File: src/rtl/bcr_pkg.sv
// Shared constants, types and helper functions of the audio bitcrusher.
package bcr_pkg;

  localparam int SAMPLE_W     = 16;
  localparam int PHASE_W      = 15;
  localparam int LEVEL_W      = 16;
  localparam int CFG_IDX_W    = 2;
  localparam int CFG_DATA_W   = 16;
  localparam int MUL_W        = 18;
  localparam int PROD_W       = 2 * MUL_W;
  localparam int WIDE_W       = 38;
  localparam int NUM_CHANNELS_DEF = 2;

  localparam logic [CFG_IDX_W-1:0] CFG_CRUSH_BITS  = 2'd0;
  localparam logic [CFG_IDX_W-1:0] CFG_HOLD_PERIOD = 2'd1;
  localparam logic [CFG_IDX_W-1:0] CFG_NOISE_LEVEL = 2'd2;
  localparam logic [CFG_IDX_W-1:0] CFG_WET_MIX     = 2'd3;

  localparam logic [4:0]         BITS_FULL  = 5'd16;
  localparam logic [4:0]         BITS_QMAX  = 5'd14;
  localparam logic [PHASE_W-1:0] UNITY      = 15'd256;
  localparam logic [PHASE_W-1:0] PERIOD_MAX = 15'd25856;
  localparam logic [16:0]        Q15_ONE    = 17'd32768;
  localparam logic [31:0]        SEED_BASE  = 32'd12345;
  localparam logic [31:0]        SEED_STEP  = 32'd55545;

  typedef struct packed {
    logic signed [MUL_W-1:0] a;
    logic signed [MUL_W-1:0] b;
  } mul_op_t;

  // Saturate a wide signed value to the Q1.15 range.
  function automatic logic signed [SAMPLE_W-1:0] sat16(input logic signed [WIDE_W-1:0] v);
    logic signed [SAMPLE_W-1:0] r;
    if (v > 38'sd32767) begin
      r = 16'sh7FFF;
    end else if (v < -38'sd32768) begin
      r = 16'sh8000;
    end else begin
      r = v[SAMPLE_W-1:0];
    end
    return r;
  endfunction

  // One xorshift32 step.
  function automatic logic [31:0] next_rand(input logic [31:0] x);
    logic [31:0] y;
    y = x ^ (x << 13);
    y = y ^ (y >> 17);
    y = y ^ (y << 5);
    return y;
  endfunction

  // Seed of a channel after reset.
  function automatic logic [31:0] seed_init(input int k);
    return SEED_BASE + SEED_STEP * 32'(k);
  endfunction

endpackage

File: src/rtl/audio_bitcrusher.sv
// Top level of the audio bitcrusher: sequencer, channel state and output register.
//
// The input channel (in_*) carries one signed Q1.15 sample in in_tdata and its
// channel number in in_tuser. Each accepted transaction yields exactly one
// result transaction on the output channel (out_*), a saturated Q1.15 sample.
// The processing runs through sample-and-hold, bit-depth rounding, noise
// injection and a dry/wet blend, all on one shared registered multiplier.
// After acceptance an item passes the sequencer steps prep, amount, noise,
// dry, wet and output; the multiplier, used four times per item, is why no
// new transaction is taken before it is done. in_tready is high only while the
// sequencer is idle. The result sits in an output register; while the
// receiver stalls, the finished item waits there and the next input can
// already be taken. A second finished item holds the sequencer in its last
// step, with in_tready low, until the register frees.
// The configuration port writes one register per cycle with cfg_we high; it
// is to be written only while no item is in flight.
// Reset (synchronous, active low) restores the register defaults, clears the
// held samples and phase accumulators, loads the noise seeds and drops
// out_tvalid.
module audio_bitcrusher
  import bcr_pkg::*;
#(
  parameter int NUM_CHANNELS = NUM_CHANNELS_DEF
) (
  input  logic                  clk,
  input  logic                  rst_n,
  input  logic                  in_tvalid,
  output logic                  in_tready,
  input  logic [15:0]           in_tdata,   // [15:0] sample_in
  input  logic [0:0]            in_tuser,   // [0] chan
  output logic                  out_tvalid,
  input  logic                  out_tready,
  output logic [15:0]           out_tdata,  // [15:0] sample_out
  input  logic                  cfg_we,
  input  logic [CFG_IDX_W-1:0]  cfg_idx,
  input  logic [CFG_DATA_W-1:0] cfg_wdata
);

  localparam int CH_W = (NUM_CHANNELS > 1) ? $clog2(NUM_CHANNELS) : 1;

  typedef enum logic [2:0] {
    S_IDLE, S_PREP, S_AMT, S_NOISE, S_DRY, S_WET, S_OUT
  } state_t;

  state_t state_r;

  // Configuration registers.
  logic [4:0]          crush_r;
  logic [PHASE_W-1:0]  hold_r;
  logic [LEVEL_W-1:0]  level_r;
  logic [LEVEL_W-1:0]  mix_r;

  // Per-channel state.
  logic signed [SAMPLE_W-1:0] held_r  [NUM_CHANNELS];
  logic [PHASE_W-1:0]         phase_r [NUM_CHANNELS];
  logic [31:0]                seed_r  [NUM_CHANNELS];

  // Working registers of the item in flight.
  logic signed [SAMPLE_W-1:0] dry_r;
  logic [CH_W-1:0]            ch_r;
  logic signed [SAMPLE_W-1:0] x_r;
  logic signed [PROD_W-1:0]   acc_r;
  logic                       out_valid_r;
  logic [SAMPLE_W-1:0]        out_data_r;

  // Clamped register values.
  logic [4:0]         bits_c;
  logic [PHASE_W-1:0] per_c;
  logic [16:0]        lvl_c;
  logic [16:0]        mix_c;
  logic               hold_on;

  always_comb begin
    if (crush_r == 5'd0) begin
      bits_c = 5'd1;
    end else if (crush_r > BITS_FULL) begin
      bits_c = BITS_FULL;
    end else begin
      bits_c = crush_r;
    end
    if (hold_r < UNITY) begin
      per_c = UNITY;
    end else if (hold_r > PERIOD_MAX) begin
      per_c = PERIOD_MAX;
    end else begin
      per_c = hold_r;
    end
    lvl_c   = ({1'b0, level_r} > Q15_ONE) ? Q15_ONE : {1'b0, level_r};
    mix_c   = ({1'b0, mix_r} > Q15_ONE) ? Q15_ONE : {1'b0, mix_r};
    hold_on = per_c > UNITY;
  end

  logic in_acc;
  assign in_acc    = in_tvalid && in_tready;
  assign in_tready = (state_r == S_IDLE);

  logic [CH_W-1:0] in_ch;
  assign in_ch = (NUM_CHANNELS > 1) ? CH_W'(in_tuser[0]) : '0;

  // Sample-and-hold: the phase advances by UNITY per sample and the input is
  // captured when it reaches the period.
  logic [PHASE_W-1:0]         phase_adv;
  logic                       take;
  logic signed [SAMPLE_W-1:0] hx;

  assign phase_adv = phase_r[ch_r] + UNITY;
  assign take      = phase_adv >= per_c;
  assign hx        = (hold_on && !take) ? held_r[ch_r] : dry_r;

  // Rounding quantizer: add half a step, then clear the bits below the step.
  logic [3:0]                 qs;
  logic [17:0]                q_half;
  logic [17:0]                q_mask;
  logic [17:0]                q_sum;
  logic signed [SAMPLE_W-1:0] qx;

  always_comb begin
    qs     = 4'(5'd15 - bits_c);
    q_half = 18'd1 << (qs - 4'd1);
    q_mask = ~((18'd1 << qs) - 18'd1);
    q_sum  = 18'(hx) + q_half;
    if (bits_c <= BITS_QMAX) begin
      qx = sat16(WIDE_W'($signed(q_sum & q_mask)));
    end else begin
      qx = hx;
    end
  end

  logic [31:0] seed_nxt;
  assign seed_nxt = next_rand(seed_r[ch_r]);

  // Shared multiplier and its operand selection.
  mul_op_t                  mop;
  logic signed [PROD_W-1:0] prod;

  bcr_mul u_mul (
    .clk  (clk),
    .op   (mop),
    .prod (prod)
  );

  logic signed [16:0] noise_n;
  logic signed [16:0] mag;
  logic [16:0]        wet_dry;

  assign noise_n = $signed({1'b0, seed_r[ch_r][31:16]}) - 17'sd32768;
  assign mag     = x_r[SAMPLE_W-1] ? -17'(x_r) : 17'(x_r);
  assign wet_dry = Q15_ONE - mix_c;

  // The output step keeps the wet operands so the product stays valid while
  // the step waits for the output register.
  always_comb begin
    unique case (state_r)
      S_AMT: begin
        mop.a = $signed({1'b0, lvl_c});
        mop.b = MUL_W'(mag);
      end
      S_NOISE: begin
        mop.a = MUL_W'(noise_n);
        mop.b = $signed({3'b000, prod[30:16]});
      end
      S_DRY: begin
        mop.a = MUL_W'(dry_r);
        mop.b = $signed({1'b0, wet_dry});
      end
      S_WET, S_OUT: begin
        mop.a = MUL_W'(x_r);
        mop.b = $signed({1'b0, mix_c});
      end
      default: begin
        mop.a = '0;
        mop.b = '0;
      end
    endcase
  end

  // Noise add and final blend, both rounded half up before the shift.
  logic signed [WIDE_W-1:0] noise_add;
  logic signed [WIDE_W-1:0] blend;

  assign noise_add = WIDE_W'(x_r) + ((WIDE_W'(prod) + 38'sd16384) >>> 15);
  assign blend     = (WIDE_W'(acc_r) + WIDE_W'(prod) + 38'sd16384) >>> 15;

  always_ff @(posedge clk) begin
    if (!rst_n) begin
      state_r     <= S_IDLE;
      out_valid_r <= 1'b0;
      crush_r     <= BITS_FULL;
      hold_r      <= UNITY;
      level_r     <= '0;
      mix_r       <= Q15_ONE[LEVEL_W-1:0];
      for (int k = 0; k < NUM_CHANNELS; k++) begin
        held_r[k]  <= '0;
        phase_r[k] <= '0;
        seed_r[k]  <= seed_init(k);
      end
    end else begin
      if (cfg_we) begin
        unique case (cfg_idx)
          CFG_CRUSH_BITS:  crush_r <= cfg_wdata[4:0];
          CFG_HOLD_PERIOD: hold_r  <= cfg_wdata[PHASE_W-1:0];
          CFG_NOISE_LEVEL: level_r <= cfg_wdata;
          CFG_WET_MIX:     mix_r   <= cfg_wdata;
          default: ;
        endcase
      end

      // The output step sets the valid flag itself.
      if (out_valid_r && out_tready && (state_r != S_OUT)) begin
        out_valid_r <= 1'b0;
      end

      unique case (state_r)
        S_IDLE: begin
          if (in_acc) begin
            dry_r   <= $signed(in_tdata);
            ch_r    <= in_ch;
            state_r <= S_PREP;
          end
        end
        S_PREP: begin
          if (hold_on) begin
            phase_r[ch_r] <= take ? (phase_adv - per_c) : phase_adv;
            if (take) begin
              held_r[ch_r] <= dry_r;
            end
          end
          if (lvl_c != 17'd0) begin
            seed_r[ch_r] <= seed_nxt;
          end
          x_r     <= qx;
          state_r <= S_AMT;
        end
        S_AMT: begin
          state_r <= S_NOISE;
        end
        S_NOISE: begin
          state_r <= S_DRY;
        end
        S_DRY: begin
          if (lvl_c != 17'd0) begin
            x_r <= sat16(noise_add);
          end
          state_r <= S_WET;
        end
        S_WET: begin
          acc_r   <= prod;
          state_r <= S_OUT;
        end
        S_OUT: begin
          if (!out_valid_r || out_tready) begin
            out_data_r  <= sat16(blend);
            out_valid_r <= 1'b1;
            state_r     <= S_IDLE;
          end
        end
        default: begin
          state_r <= S_IDLE;
        end
      endcase
    end
  end

  assign out_tvalid = out_valid_r;
  assign out_tdata  = out_data_r;

  // A new result appears only out of the last sequencer step.
  a_out_from_seq: assert property (@(posedge clk) disable iff (!rst_n)
    $rose(out_valid_r) |-> $past(state_r == S_OUT))
    else $error("result raised outside the output step");

  // Once an item is taken, the block is busy in the next cycle.
  a_busy_after_accept: assert property (@(posedge clk) disable iff (!rst_n)
    in_acc |=> (state_r == S_PREP) && !in_tready)
    else $error("sequencer did not start after an accepted item");

  // With noise off, the channel's seed does not advance.
  a_seed_quiet: assert property (@(posedge clk) disable iff (!rst_n)
    (state_r == S_PREP) && (lvl_c == 17'd0) |=> $stable(seed_r[ch_r]))
    else $error("noise seed advanced with noise disabled");

  // Xorshift never reaches the all-zero state from a nonzero seed.
  for (genvar g = 0; g < NUM_CHANNELS; g++) begin : g_seed_chk
    a_seed_nonzero: assert property (@(posedge clk) disable iff (!rst_n)
      $past(rst_n) |-> (seed_r[g] != 32'd0))
      else $error("noise seed collapsed to zero");
  end

endmodule

File: src/rtl/bcr_mul.sv
// Shared signed 18x18 multiplier with a registered product.
module bcr_mul
  import bcr_pkg::*;
(
  input  logic                     clk,
  input  mul_op_t                  op,
  output logic signed [PROD_W-1:0] prod
);

  logic signed [PROD_W-1:0] prod_r;

  always_ff @(posedge clk) begin
    prod_r <= op.a * op.b;
  end

  assign prod = prod_r;

endmodule

File: config.mk
export PLATFORM = sky130hd
export DESIGN_NAME = audio_bitcrusher
export DESIGN_NICKNAME = d
export VERILOG_FILES = /design/src/rtl/bcr_pkg.sv /design/src/rtl/audio_bitcrusher.sv /design/src/rtl/bcr_mul.sv
export SDC_FILE = /design/constraint.sdc
export NUM_CORES = 2
export LEC_CHECK = 0
export BUFFER_PORTS_ARGS = -buffer_cell sky130_fd_sc_hd__buf_4
export CAP_MARGIN = 30
export CORE_AREA = 2 2 264 266
export DETAILED_ROUTE_END_ITERATION = 7
export DIE_AREA = 0 0 266 268
export GPL_TIMING_DRIVEN = 0
export PLACE_DENSITY_LB_ADDON = 0.12
export SETUP_SLACK_MARGIN = 0.2
export SYNTH_ARGS = -nofsm -noshare
export SYNTH_HDL_FRONTEND = slang
export SYNTH_SLANG_ARGS = --single-unit
File: constraint.sdc
create_clock -name clk -period 13.8 [get_ports clk]
set_input_delay 0.69 -clock clk [delete_from_list [all_inputs] [get_ports clk]]
set_output_delay 0.69 -clock clk [all_outputs]
set_load 0.02 [all_outputs]
* Yosys cells after proc, flatten, opt, wreduce, memory -nomap -nowiden
Memory sizes are Yosys's and may differ from the RTL's. A register that Yosys moved wholly into a read port is not among the register bits.
Cells that the tools add are included.
** Storage, ports and cells
- Register bits after elaboration :: 177
- Bits in writable memories :: 126
- Input bits :: 40
- Output and inout port bits :: 18
- Memories kept :: 3
** Operators by class
- Add/sub/neg operators :: 13
- Multipliers :: 1
- Magnitude comparators :: 14
- Equal/unequal tests :: 13
- Shift-type cells :: 2
- Multiplexer cells :: 50
- Bitwise logic cells :: 5
- Reductions and logical operators :: 25
** Memories
- seed_r :: words 2, width 32, rd ports 1, clocked after memory_dff 1, write ports 2, line audio_bitcrusher.sv:56 : logic [31:0] seed_r [NUM_CHANNELS];
- held_r :: words 2, width 16, rd ports 1, clocked after memory_dff 1, write ports 2, line audio_bitcrusher.sv:54 : logic signed [SAMPLE_W-1:0] held_r [NUM_CHANNELS];
- phase_r :: words 2, width 15, rd ports 1, clocked after memory_dff 1, write ports 2, line audio_bitcrusher.sv:55 : logic [PHASE_W-1:0] phase_r [NUM_CHANNELS];
** Operator list (count)
- $mux 16 :: 11
- $pmux 36 s4 :: 1
- $xor 32x32->32 :: 2
- $mux 15 :: 4
- $gt 23x16->1 const B :: 2
- $lt 23x16->1 const B :: 2
- $add 37x16->38 const B :: 1
- $add 36x16->37 const B :: 1
- $add 36x36->37 :: 1
- $mul 18x18->36 :: 1
- $shl 1x4->18 const A :: 2
- $gt 16x16->1 const B :: 2
- $mux 32 :: 1
- $pmux 16 s2 :: 1
- $reduce_or 32->1 :: 1
- $xor 32x15->32 :: 1
- $mux 1 :: 26
- $add 16x22->23 :: 1
- $pmux 3 s7 :: 1
- $add 18x18->18 :: 1
- $and 18x18->18 :: 1
- $gt 18x16->1 const B :: 1
- $lt 18x16->1 const B :: 1
- $not 18->18 :: 1
- other kinds (38) :: 56

* Depth between registers and ports, before layout
- Depth in word-level cells :: 14
- Mapped depth :: 39
- Depth with buffers taken out :: 35

* Modules after synthesis
Synthesis repeated with hierarchy kept, for this count alone.
** Unflattened totals
- Cells, all modules :: 3439
- Area, all modules :: 32063.3 µm²
** Modules (own cells, without submodules)
- audio_bitcrusher :: instances 1, cells each 2088, area each 19298.5 µm²
- bcr_mul :: instances 1, cells each 1351, area each 12764.7 µm²

* Least setup slack after synthesis
Ideal clock, no wire load.
- Kind :: reg2reg
- From :: register mix_r[9]
- To :: register u_mul.prod_r[35], in the netlist u_mul.prod[35]
- Arrival time :: 8.446 ns
- Data required time :: 13.721 ns
- Path slack :: 5.276 ns
- Stages on the path, launching flop included :: 36
- Path through :: dfxtp_1 clkbuf_1 or3_1 nor3_1 nand3_1 o21ai_0 clkbuf_1 nand2_1 ha_1 o21a_1 nand4b_1 o221ai_1 a221oi_2 buf_2 nor2_1 fa_1 inv_1 fa_1 inv_1 fa_1 inv_1 fa_1 fa_1 fa_1 inv_1 ha_1 a21o_1 a21o_1 a21oi_1 nand2_1 o31ai_1 o21a_1 or3_1 nand3_1 a2111o_1 o211ai_1
** On the way
- Longest elaborated chain between the ends :: 5
** RTL lines
- from (decl) :: line audio_bitcrusher.sv:51 : logic [LEVEL_W-1:0] mix_r;
- from (signal assigned) :: line audio_bitcrusher.sv:191 : mix_r <= Q15_ONE[LEVEL_W-1:0];
- from (signal assigned) :: line audio_bitcrusher.sv:203 : CFG_WET_MIX: mix_r <= cfg_wdata;
- $gt 16x16->1 :: line audio_bitcrusher.sv:89 : mix_c = ({1'b0, mix_r} > Q15_ONE) ? Q15_ONE : {1'b0, mix_r};
- $mux 16 (*) :: line audio_bitcrusher.sv:89
- $sub 16x16->17 :: line audio_bitcrusher.sv:148 : assign wet_dry = Q15_ONE - mix_c;
- $pmux 36 s4 (*) :: line audio_bitcrusher.sv:153 : unique case (state_r)
- $mul 18x18->36 (*) :: line bcr_mul.sv:13 : prod_r <= op.a * op.b;
- to (signal assigned) :: line bcr_mul.sv:13
- to (decl) :: line bcr_mul.sv:10 : logic signed [PROD_W-1:0] prod_r;
Mark *: on every way between the ends. The rest lies on a longest branch, timed or not.
A chain may end at the register's enable or synchronous reset.

* Worst setup path after layout
- From :: register mix_r[2]
- To :: register u_mul.prod_r[35], in the netlist u_mul.prod[35]
Same word-level chain as after synthesis.

==> results.md <==
- The post-cts sizing count is 0.
- The part of the total power dissipated in the clock network is 30.4%.
- The CTS H-tree depth is 2.
- The vias after detailed routing is 24248.
- After detailed routing, the average wire length per cell comes to 21.2 um.
- Data on the critical path arrives at its endpoint at 11.38 ns.
- The post-route cell area is 33400 sq um.
- The largest single stage delay on the critical path is 0.71 ns.
- Yosys printed 0 warnings.
- The category of the worst setup path launch point is a flop.
- The number of antenna violations at the first check in global routing came to 0.
- The most numerous cell type found on the critical path is fa_1.
- The number of buffers inserted by hold repair at cts is 0.
- The total count of hold-check failures in the final report is 0.
- Headroom to the max-slew limit came out at 19.9%.
- The cell at the root of the clock tree is clkbuf_16.
- The worst setup timing slack at the placement stage is 2.95 ns.
- The post-route netlist has 5.08% of its cells at a drive strength greater than 1.
- The fraction of registers with async set/reset is 0%.
- The placed instances occupy a cell area of 32200 sq um.
- Sorting the synthesized cells by how often they occur yields inv_1 (462), nor2_1 (384), nand2_1 (361).
- STA classifies the critical path endpoint as a flop.
- The overall fraction of global-route tracks in use is 26.3%.
- Measured on the finished design, the core utilization comes to 49.0%.
- The floorplan row count is 96.
- Of the post-synthesis cell area, the dominant cell type holds 21.2%.
- Counting every sink on the clock net gives 304.
- The total power density per cell area is 95.2 nW/um^2.
- The synthesized netlist occupies a cell area of 30500 sq um.
- The max-slew violation count is 0.
- The starting DRC count in detailed routing is 1680.
- The flip-flop and latch count after synthesis is 304.
- The maximum count of clock buffers along a single path is 3.
- Clock-pin slew was measured on the worst setup and hold paths at 0.07 ns.
- The max capacitance violation total is 0.
- The post-CTS setup repair buffer count is 0.
- The number of enable-type register cells in the synthesized netlist is 211.
- The clock latency reported for the late side of the worst-skew pair is 0.59 ns.
- The growth of design area from synthesis to finish is 9.72%.
- The leftover overflow at the end of global routing is 0.
- The die is 266 um wide.
- The maximum frequency from static timing analysis is 0.0913 GHz.
- The biggest area contributor in the post-synthesis netlist is fa_1.
- Entering global routing, the biggest net connects 34 pins.
- The fraction of the cycle the final worst path needs is 79.4%.
- The initial core utilization is 44.7%.
- In the final timing run, aggregate negative setup slack is 0 ns.
- The half-perimeter wire length after detailed placement is 74900 um.
- The standby leakage power is 14.3 nW.
- The ratio of routed vias to standard cells is 5.55.
- The number of top-level pins is 58.
- The worst-case vdd ir drop is 98.2 uV.
- The setup path with the least slack is of type flop to flop.
- The floorplan step defined a die boundary enclosing 71300 sq um.
- The run finished with clean final reports.
- The design draws 3.18 mW.
- The reg2reg setup slack is 2.84 ns.
- The sequential cell fraction of total power is 35.6%.
- For this run, design rule violations remaining after detail routing come to 0.
- The number of buffers inserted during clock tree synthesis is 37.
- The distinct cell type count after synthesis is 79.
- The actual slew at the worst max-slew pin is 1.20 ns.
- The count of nets left with antenna violations once routing finished came out at 0.
- The TritonCTS clock tree is built.
- The analysis attributes to net switching a power of 1.18 mW.
- Setup repair after global routing left no endpoint under its margin.
- The via count of the first global-routing pass is 24803.
- In this run switching power makes up 37.0% of total power.
- The number of nets in the final layout is 4037.
- The internal power contribution is 2.00 mW.
- The slowest cell on the critical path is a221oi_1.
- The portion of total power attributed to combinational logic is 34.0%.
- The core region is 68200 sq um.
- The min-delay analysis places its worst path in the category input pin to flop.
- The final clock skew is 0.0319 ns.
- The first detailed-routing pass took 7 iterations.
- The setup violation total in the final timing report is 0.
- Wires add up to 92500 um.
- The vertical extent of the die is 268 um.
- The minimum period implied by the final worst setup slack is 10.96 ns.
- For the worst setup path, the data required time is 14.23 ns.
- The number of I/O port buffers is 57.
- The first global-routing pass estimated 143000 um of wire.
- The instance count of the mapped netlist is 3323.
- The largest fanout of any net on the critical path is 10.
- The sequential element share of the synthesized area is 26.9%.
- In the synthesized netlist the dominant register cell turns out to be edfxtp_1.
- Dividing the synthesized area by the synthesized cell count gives 9.17 sq um.
- Setup slack closes at 2.84 ns.
- By area the synthesized netlist is led by fa_1 (21%), edfxtp_1 (21%), ha_1 (9.0%).
- The final weighted congestion in routability-driven placement is 0.962.
- By instance count, the leading cell after synthesis is inv_1.
placed cells by master, fill, tap and decap left out, types with 8 or more instances in the layout:
master / n
edfxtp_1: 211
o22ai_1: 19
nand2_1: 359
clkbuf_16: 37
nand3_1: 32
mux2i_1: 62
fa_1: 322
xor2_1: 68
xnor2_1: 142
ha_1: 220
conb_1: 18
inv_1: 462
a221o_1: 15
a21oi_1: 200
a21o_1: 43
buf_1: 9
nor2_1: 383
buf_4: 64
a211oi_1: 25
nor2b_1: 21
dfxtp_1: 93
and2_1: 59
o211ai_1: 13
mux2_2: 10
nor4_1: 13
clkbuf_1: 108
or3_1: 17
o31ai_1: 9
o21a_1: 23
nand2b_1: 31
o21bai_1: 10
or2_2: 8
o21ai_0: 103
nor3_1: 58
and3_1: 17
buf_2: 17
nand4_1: 14
a221oi_1: 18
a31oi_1: 18
critical path: cells and delay by family, from the launching register on:
| kind | cells | cell delay [ns] |
|---|---|---|
| adders and majority gates | 8 | 3.88 |
| and+or+nand+nor | 10 | 2.31 |
| DFF | 1 | 0.37 |
| AOI/OAI and AO/OA | 10 | 3.04 |
| buffers and inverters | 6 | 1.14 |
logic make-up (layout without fill, tap and decap cells):
group | count (synthesis) | count (layout) | synth area share [%]
buffers and inverters | 576 | 721 | 7.17
multiplexers | 72 | 72 | 2.41
AO/OA/AOI/OAI | 577 | 577 | 12.3
XOR/XNOR | 210 | 210 | 6.04
AND/OR/NAND/NOR | 1040 | 1040 | 15.0
adder cells (fa/ha/maj) | 542 | 542 | 30.2
other | 2 | 19 | 0.0246
flip-flops | 304 | 304 | 26.9
power by group through the flow:
stage	registers [mW]	logic [mW]	clock network (mW)
6_report	1.13	1.08	0.967
5_1_grt	1.14	1.20	1.02
4_1_cts	1.13	1.08	0.989
3_5_place_dp	1.15	1.07	0
3_3_place_gp	1.15	1.05	0
2_1_floorplan	1.10	0.802	0
layout make-up:
class	count	area, sq um
repair buffers	77	586
diodes	1	2.50
multi-input cells	2459	20200
clock buffers	51	988
flip-flops and latches	304	8200
well taps	882	1100
plain buffers	113	447
clock inverters	17	181
inverters	463	1740
fillers	6549	34800
state kept, by name, indices dropped and copies added, names as in the netlist, named ones only:
signal / count
phase_r: 30
u_mul.prod: 36
level_r: 16
held_r: 32
dry_r: 16
state_r: 3
out_tvalid: 1
hold_r: 15
acc_r: 36
x_r: 16
seed_r: 64
out_tdata: 16
crush_r: 5
mix_r: 16
ch_r: 1
final timing paths:
kind	start	end	cells past startpoint
worst min-delay path	in_tdata[4]	dry_r[4]	1
worst max register to register	mix_r[2]	u_mul.prod[35]	34
worst max-delay path	mix_r[2]	u_mul.prod[35]	34
worst min register to register	u_mul.prod[9]	acc_r[9]	0
metrics by stage:
| step | hold slack [ns] | instances |
|---|---|---|
| 2_1_floorplan | 0.409 | 3339 |
| 3_3_place_gp | 0.421 | 4278 |
| 3_5_place_dp | 0.426 | 4296 |
| 4_1_cts | 0.253 | 4364 |
| 5_1_grt | 0.271 | 4366 |
| 6_report | 0.272 | 4367 |
routing by layer:
layer | vias up | GRT usage, % | wire, um
met1 | 12039 | 35.1 | 40600
met4 | 0 | 8.15 | 3220
met2 | 728 | 44.5 | 43600
met3 | 164 | 3.50 | 5100
li1 | 11317 | - | -
met5 | - | 0 | 0
(Power assumes the default switching activity.)
